$ cat config.mk
export PLATFORM = sky130hd
export DESIGN_NAME = ip_option_security_strip_top
export DESIGN_NICKNAME = d
export VERILOG_FILES = /design/src/ipos_pkg.sv /design/src/ipos_parse.sv /design/src/ip_option_security_strip_top.sv
export SDC_FILE = /design/constraint.sdc
export NUM_CORES = 1
export LEC_CHECK = 0
export ABC_AREA = 1
export BUFFER_PORTS_ARGS = -buffer_cell sky130_fd_sc_hd__buf_2
export CORE_AREA = 2 2 137 139
export DETAILED_ROUTE_END_ITERATION = 8
export DIE_AREA = 0 0 139 141
export PLACE_DENSITY = 0.49
export SLEW_MARGIN = 30
export SYNTH_ARGS = -nofsm -noshare
export SYNTH_HDL_FRONTEND = slang
export SYNTH_HIERARCHICAL = 1
export SYNTH_SLANG_ARGS = --single-unit
export TNS_END_PERCENT = 30
$ cat constraint.sdc
create_clock -name i_clk -period 2.83 [get_ports i_clk]
set_clock_uncertainty 0.15 [all_clocks]
set_input_delay 0.566 -clock i_clk [delete_from_list [all_inputs] [get_ports i_clk]]
set_output_delay 0.566 -clock i_clk [all_outputs]
set_load 0.005 [all_outputs]
$ cat src/ipos_pkg.sv
// Package for the IPv4 option security strip block.
// Holds the parser state and result types, register indexes and reset codes.
// No dependencies.
package ipos_pkg;

    localparam int CNT_W = 6;

    typedef logic [CNT_W-1:0] t_count;

    typedef enum logic [1:0] {
        PH_TYPE = 2'd0,
        PH_LEN  = 2'd1,
        PH_BODY = 2'd2,
        PH_STOP = 2'd3
    } t_phase;

    typedef enum logic [1:0] {
        CFG_SECURITY   = 2'd0,
        CFG_EXTENDED   = 2'd1,
        CFG_COMMERCIAL = 2'd2
    } t_cfg_index;

    localparam logic [7:0] RST_CODE_SECURITY   = 8'd130;
    localparam logic [7:0] RST_CODE_EXTENDED   = 8'd133;
    localparam logic [7:0] RST_CODE_COMMERCIAL = 8'd134;

    localparam logic [7:0] OPT_END = 8'd0;
    localparam logic [7:0] OPT_NOP = 8'd1;
    localparam logic [7:0] OPT_MIN_LEN = 8'd2;
    localparam logic [7:0] BODY_CAP = 8'd63;

    typedef struct packed {
        t_phase     phase;
        t_count     bytes_left;
        logic       dropping;
        t_count     kept_total;
        t_count     bytes_seen;
        logic       error_seen;
    } t_parse_state;

    localparam t_parse_state PARSE_RESET = '{
        phase:      PH_TYPE,
        bytes_left: '0,
        dropping:   1'b0,
        kept_total: '0,
        bytes_seen: '0,
        error_seen: 1'b0
    };

    typedef struct packed {
        logic       has_result;
        logic [7:0] out_byte;
        logic       byte_valid;
        logic       is_last;
        t_count     kept_count;
        logic       malformed;
    } t_result;

endpackage

$ cat src/ipos_parse.sv
// Option area parser: next state and result for one option byte.
// Purely combinational; uses ipos_pkg types and constants.
module ipos_parse #(
    parameter int MAX_OPT_BYTES = 40
) (
    input  ipos_pkg::t_parse_state i_state,
    input  logic [7:0]             i_byte,
    input  logic                   i_last,
    input  logic [7:0]             i_code_security,
    input  logic [7:0]             i_code_extended,
    input  logic [7:0]             i_code_commercial,
    output ipos_pkg::t_parse_state o_next,
    output ipos_pkg::t_result      o_result
);

    localparam ipos_pkg::t_count MaxBytes = ipos_pkg::CNT_W'(MAX_OPT_BYTES);

    ipos_pkg::t_parse_state w_work;
    logic                   w_keep;
    logic [7:0]             w_body;

    assign w_body = i_byte - ipos_pkg::OPT_MIN_LEN;

    // next state
    always_comb begin
        w_work = i_state;
        w_keep = 1'b0;
        if (i_state.bytes_seen >= MaxBytes) begin
            w_work.error_seen = 1'b1;
        end else begin
            w_work.bytes_seen = i_state.bytes_seen + 1'b1;
            case (i_state.phase)
                ipos_pkg::PH_TYPE: begin
                    if (i_byte == ipos_pkg::OPT_END) begin
                        w_work.phase = ipos_pkg::PH_STOP;
                    end else if (i_byte != ipos_pkg::OPT_NOP) begin
                        w_work.dropping = (i_byte == i_code_security) ||
                                          (i_byte == i_code_extended) ||
                                          (i_byte == i_code_commercial);
                        w_keep = !w_work.dropping;
                        w_work.phase = ipos_pkg::PH_LEN;
                    end
                end
                ipos_pkg::PH_LEN: begin
                    if (i_byte < ipos_pkg::OPT_MIN_LEN) begin
                        w_work.error_seen = 1'b1;
                        w_work.phase = ipos_pkg::PH_STOP;
                    end else begin
                        w_keep = !i_state.dropping;
                        if (i_byte == ipos_pkg::OPT_MIN_LEN) begin
                            w_work.phase = ipos_pkg::PH_TYPE;
                        end else begin
                            w_work.bytes_left = (w_body > ipos_pkg::BODY_CAP) ?
                                ipos_pkg::CNT_W'(ipos_pkg::BODY_CAP) :
                                w_body[ipos_pkg::CNT_W-1:0];
                            w_work.phase = ipos_pkg::PH_BODY;
                        end
                    end
                end
                ipos_pkg::PH_BODY: begin
                    w_keep = !i_state.dropping;
                    if (i_state.bytes_left > 1) begin
                        w_work.bytes_left = i_state.bytes_left - 1'b1;
                    end else begin
                        w_work.bytes_left = '0;
                        w_work.phase = ipos_pkg::PH_TYPE;
                    end
                end
                default: begin
                end
            endcase
        end
        if (w_keep) begin
            w_work.kept_total = i_state.kept_total + 1'b1;
        end
        if (i_last && (w_work.phase == ipos_pkg::PH_LEN ||
                       w_work.phase == ipos_pkg::PH_BODY)) begin
            w_work.error_seen = 1'b1;
        end
        // clear per-area state after the final byte
        o_next = i_last ? ipos_pkg::PARSE_RESET : w_work;
    end

    // result
    always_comb begin
        o_result.has_result = w_keep || i_last;
        o_result.out_byte   = w_keep ? i_byte : 8'd0;
        o_result.byte_valid = w_keep;
        o_result.is_last    = i_last;
        o_result.kept_count = w_work.kept_total;
        o_result.malformed  = w_work.error_seen;
    end

endmodule

$ cat src/ip_option_security_strip_top.sv
// Top level of the IPv4 option security strip block.
// Input register, parser (ipos_parse), result register; uses ipos_pkg.
//
// Usage:
//   The option area of one IPv4 header enters one byte per item on the
//   input channel (i_in_valid / o_in_ready), with i_end_of_area high on the
//   last byte. Kept option bytes leave on the result channel
//   (o_out_valid / i_out_ready). A byte that is dropped (no-operation,
//   security option, bytes after end of list) makes no item unless it is
//   the last byte of the area; the last byte always makes one item that
//   carries is_last, the final kept_count and the malformed flag.
//   Drop codes are written on the config channel (i_cfg_valid, index,
//   data); o_cfg_ready is always high. Write them only while idle.
// Pipeline and throughput:
//   An accepted byte sits in the input register until the result register
//   is free or being drained; then its result enters the result register.
//   One byte per cycle is sustained while the receiver does not stall: the
//   parser state update is a single short step per byte.
// Reset and stalls:
//   Reset clears the parser state and both stage valids and loads the
//   default drop codes 130, 133 and 134. When the receiver stalls, the
//   result register holds and the input register still takes one more
//   byte; after that o_in_ready drops until the result is taken.
module ip_option_security_strip_top #(
    parameter int MAX_OPT_BYTES = 40
) (
    input  logic       i_clk,
    input  logic       i_rst_n,
    // byte input channel
    input  logic       i_in_valid,
    output logic       o_in_ready,
    input  logic [7:0] i_opt_byte,
    input  logic       i_end_of_area,
    // result channel
    output logic       o_out_valid,
    input  logic       i_out_ready,
    output logic [7:0] o_out_byte,
    output logic       o_byte_valid,
    output logic       o_is_last,
    output logic [5:0] o_kept_count,
    output logic       o_malformed,
    // configuration write channel
    input  logic       i_cfg_valid,
    output logic       o_cfg_ready,
    input  logic [1:0] i_cfg_index,
    input  logic [7:0] i_cfg_data
);

    // drop code registers
    logic [7:0] r_code_security;
    logic [7:0] r_code_extended;
    logic [7:0] r_code_commercial;

    // input register
    logic       r_in_valid;
    logic [7:0] r_in_byte;
    logic       r_in_last;

    // parser state and result register
    ipos_pkg::t_parse_state r_state;
    ipos_pkg::t_parse_state n_state;
    ipos_pkg::t_result      w_result;
    ipos_pkg::t_result      r_out;
    logic                   r_out_valid;

    logic w_adv;

    // advance the held byte when the result register is free or being drained
    assign w_adv      = r_in_valid && (!r_out_valid || i_out_ready);
    assign o_in_ready = !r_in_valid || w_adv;
    assign o_cfg_ready = 1'b1;

    always_ff @(posedge i_clk) begin
        if (!i_rst_n) begin
            r_code_security   <= ipos_pkg::RST_CODE_SECURITY;
            r_code_extended   <= ipos_pkg::RST_CODE_EXTENDED;
            r_code_commercial <= ipos_pkg::RST_CODE_COMMERCIAL;
        end else if (i_cfg_valid) begin
            case (i_cfg_index)
                ipos_pkg::CFG_SECURITY:   r_code_security   <= i_cfg_data;
                ipos_pkg::CFG_EXTENDED:   r_code_extended   <= i_cfg_data;
                ipos_pkg::CFG_COMMERCIAL: r_code_commercial <= i_cfg_data;
                default: begin
                    // unused index: ignore the write
                end
            endcase
        end
    end

    // input register: take a new byte whenever the stage is empty or moving
    always_ff @(posedge i_clk) begin
        if (!i_rst_n) begin
            r_in_valid <= 1'b0;
        end else if (o_in_ready) begin
            r_in_valid <= i_in_valid;
        end
    end

    always_ff @(posedge i_clk) begin
        if (o_in_ready && i_in_valid) begin
            r_in_byte <= i_opt_byte;
            r_in_last <= i_end_of_area;
        end
    end

    ipos_parse #(
        .MAX_OPT_BYTES (MAX_OPT_BYTES)
    ) u_parse (
        .i_state           (r_state),
        .i_byte            (r_in_byte),
        .i_last            (r_in_last),
        .i_code_security   (r_code_security),
        .i_code_extended   (r_code_extended),
        .i_code_commercial (r_code_commercial),
        .o_next            (n_state),
        .o_result          (w_result)
    );

    // parser state advances once per processed byte
    always_ff @(posedge i_clk) begin
        if (!i_rst_n) begin
            r_state <= ipos_pkg::PARSE_RESET;
        end else if (w_adv) begin
            r_state <= n_state;
        end
    end

    // result register: load on advance, drop valid once taken
    always_ff @(posedge i_clk) begin
        if (!i_rst_n) begin
            r_out_valid <= 1'b0;
        end else if (w_adv) begin
            r_out_valid <= w_result.has_result;
        end else if (i_out_ready) begin
            r_out_valid <= 1'b0;
        end
    end

    always_ff @(posedge i_clk) begin
        if (w_adv) begin
            r_out <= w_result;
        end
    end

    assign o_out_valid  = r_out_valid;
    assign o_out_byte   = r_out.out_byte;
    assign o_byte_valid = r_out.byte_valid;
    assign o_is_last    = r_out.is_last;
    assign o_kept_count = r_out.kept_count;
    assign o_malformed  = r_out.malformed;

`ifndef NO_ASSERTIONS
    // kept count is bounded by the area limit
    a_kept_bound: assert property (@(posedge i_clk) disable iff (!i_rst_n)
        o_out_valid |-> (o_kept_count <= 6'(MAX_OPT_BYTES)))
        else $error("kept_count exceeds area limit");

    // an item without a kept byte exists only for the final byte, and carries zero
    a_empty_is_last: assert property (@(posedge i_clk) disable iff (!i_rst_n)
        (o_out_valid && !o_byte_valid) |-> (o_is_last && o_out_byte == 8'd0))
        else $error("result without kept byte is not the final one");

    // per-area state is cleared after the final byte is processed
    a_area_clear: assert property (@(posedge i_clk) disable iff (!i_rst_n)
        (w_adv && r_in_last) |=>
            (r_state.kept_total == '0 && r_state.bytes_seen == '0 &&
             r_state.phase == ipos_pkg::PH_TYPE && !r_state.error_seen))
        else $error("area state not cleared after final byte");

    // a stalled result holds its payload
    a_out_hold: assert property (@(posedge i_clk) disable iff (!i_rst_n)
        (o_out_valid && !i_out_ready) |=> (o_out_valid && $stable(r_out)))
        else $error("stalled result changed");
`endif

endmodule

==> results.yml <==
clock_tree:
  insertion_delay_ns: 0.34
  root_buffer: "clkbuf_16"
  cts_sinks: 74
  htreeDepth: 3
  clockBufferDepth: 2
  cts-buffers-inserted: 9
  cts_tree: "yes"
  clk_pin_slew_worst_paths_ns: 0.06
  cts_hold_buf: 0
power_and_ir_drop:
  totalPowerFinal_mw: 2.83
  vdd_drop_max_mv: 0.303
  p_per_area_mw_per_mm2: 545
  leakage_nw: 2.48
worst_setup_path:
  crit_type: "flop to flop"
  reg2reg_to: "r_state[14]"
  rr_worst_depth: 15
  r2r-start: "r_in_byte[2]"
  arrival_ns: 2.57
  crit_path_max_fanout: 5
  critPathLaunchType: "flop"
  endpoint_kind: "flop"
  critPathRequiredTime_ns: 2.92
  reg2reg_setup_slack_ns: 0.35
worst_hold_path:
  min_from: "i_opt_byte[5]"
  min_to: "r_in_byte[5]"
  min_path_cells: 1
  hold_path.class: "input port to flop"
layout:
  fin_cells: 927
  fillers: 2016
  drive_above_1_share_pct: 15.3
  layout_commonest_cell: "nand2_1"
  fin_area_mm2: 0.00519
  final_cell_mix: "171 x nand2_1, 93 x inv_1, 80 x nor2_1"
  area_growth_pct: 16.3
  n_antenna_cell: 0
  nets: 722
  fin_util_pct: 28.4
drt:
  drc_errors: 0
  first_iter_violations: 201
  routed_wl_um: 11100
  vias: 3932
  via_per_inst: 4.24
  drtPass1Iterations: 6
  routedWlPerCell_um: 12.0
  antenna_left: 0
global_routing:
  grt_max_degree: 46
  grt_antenna_before_repair: 0
  grt_pass1_wl_um: 18800
  grt_usage_pct: 11.8
  grt-ovfl-total: 0
  first_global_vias: 3649
timing:
  finalSetupViolCount: 0
  relSlewSlack_pct: 60.0
  fin_crit_ns: 2.48
  post-route-period-util_pct: 87.8
  tightest_slew_ns: 0.600
  hold_violations: 0
  fin_hold_ws_ns: 0.253
  tns_ns: 0
  rsz0062_at_grt: "no"
  worst_slack_ns: 0.347
  fmax_mhz: 403
  finalMaxSlewViolations: 0
floorplan:
  initial_utilization_pct: 24.5
  placementRows: 50
  core-area_mm2: 0.0183
  die_h_um: 141
  ioPinCount: 44
  dieArea_mm2: 0.0196
  die_w_um: 139
place:
  io_buffers: 42
  gp_congestion: 0.790
  place_area_mm2: 0.00487
  dp_hpwl_um: 7940
  dp.cells: 907
  dpl_worst_slack_ns: 0.227
synthesis:
  syn_area_mm2: 0.00447
  syn_inst: 651
  synth_edf_count: 26
  syn_avg_cell_area_um2: 6.86
  ys_ff_latch: 74
  synth_area_leaders: "dfxtp_1 22%, edfxtp_1 17%, nand2_1 14%"
  synth.top_cell.area_share_pct: 21.5
  syn_nets: 685
  synth_flop_cell: "dfxtp_1"
  synth_warnings: 6
  synth_cell_types: 37
  yosysTopAreaCell: "dfxtp_1"
  async_flop_share_pct: 0
  ys_seq_area_share_pct: 39.0
run:
  maxCapViolations: 0
outcome:
  status: "finished, final reports clean"
-- state kept, by name, summed over array words and instances (netlist names) --
signal,count
o_malformed,1
o_is_last,1
r_code_extended,8
o_kept_count,6
o_out_valid,1
r_state,22
r_code_security,8
r_in_valid,1
o_out_byte,8
r_in_last,1
o_byte_valid,1
r_code_commercial,8
r_in_byte,8
-- worst max-delay path by stage --
stage	end	slack, ns	from
6_report	r_state[14]	0.35	r_in_byte[2]
5_1_grt	r_state[17]	0.11	r_in_byte[1]
4_1_cts	r_state[14]	0.22	r_in_byte[1]
3_5_place_dp	r_state[14]	0.23	r_in_byte[1]
3_3_place_gp	r_state[14]	0.17	r_in_byte[2]
2_1_floorplan	o_byte_valid	0.27	r_in_valid
-- report_power, final --
part           leakage [nW]  internal, mW  switching (mW)
clock                 0.145         0.672           0.452
sequential            0.642          1.18          0.0607
combinational          1.69         0.175           0.294
-- synthesized netlist by cell type, drive strengths merged, types with 3 or more instances --
master    n
a21oi    51
buf      19
clkbuf    7
dfxtp    48
edfxtp   26
ha       10
inv     101
nand2   183
nand3    59
nand4     8
nor2     96
nor3      3
o211ai    5
o21ai    15
xnor2     4
xor2      7
-- per-layer routing --
metal | GRT usage, % | vias to the layer above | wire, µm
met5 | 0 | - | 0
met4 | 3.83 | 0 | 158
met3 | 2.62 | 8 | 444
met2 | 17.9 | 53 | 4720
met1 | 16.7 | 1753 | 5790
li1 | - | 2118 | -
-- cells by family (layout without fill, tap and decap cells) --
group	count (synthesis)	after routing	synth area share, %
compound gates	77	77	9.41
buf+inv	128	170	11.9
flops	74	74	39.0
simple gates	350	350	34.7
other cells	1	1	0.0839
xor+xnor	11	11	2.16
fa+ha+maj	10	10	2.80
-- critical path, stage by stage, from the launching register on --
cell and delay [ns]:
edfxtp_1 0.44, inv_2 0.16, ha_1 0.21, nand2_1 0.06
nor2_1 0.24, nand2_1 0.09, nand2_1 0.07, nand4_1 0.20
nor2_2 0.22, nand2_1 0.09, o211ai_1 0.11, a21oi_1 0.10
inv_1 0.06, nand3_1 0.07, nand2_1 0.08, nor2_1 0.04
-- layout make-up --
class                      count  area [µm²]  share of cell area, %
clock buffer                  13         272                   5.23
clock inverter                 3        20.0                  0.385
inverter                     102         385                   7.42
multi-input combinational    449        2200                   42.3
sequential                    74        1740                   33.5
tap                          234         293                   5.64
timing repair buffer          52         285                   5.49
-- timing repair --
| item | in CTS | in global routing |
|---|---|---|
| buffers inserted | 0 | 4 |
| resized for setup | 0 | 1 |
| setup endpoints to repair | 0 | 4 |
No activity file was read; power rests on OpenSTA's default activity.
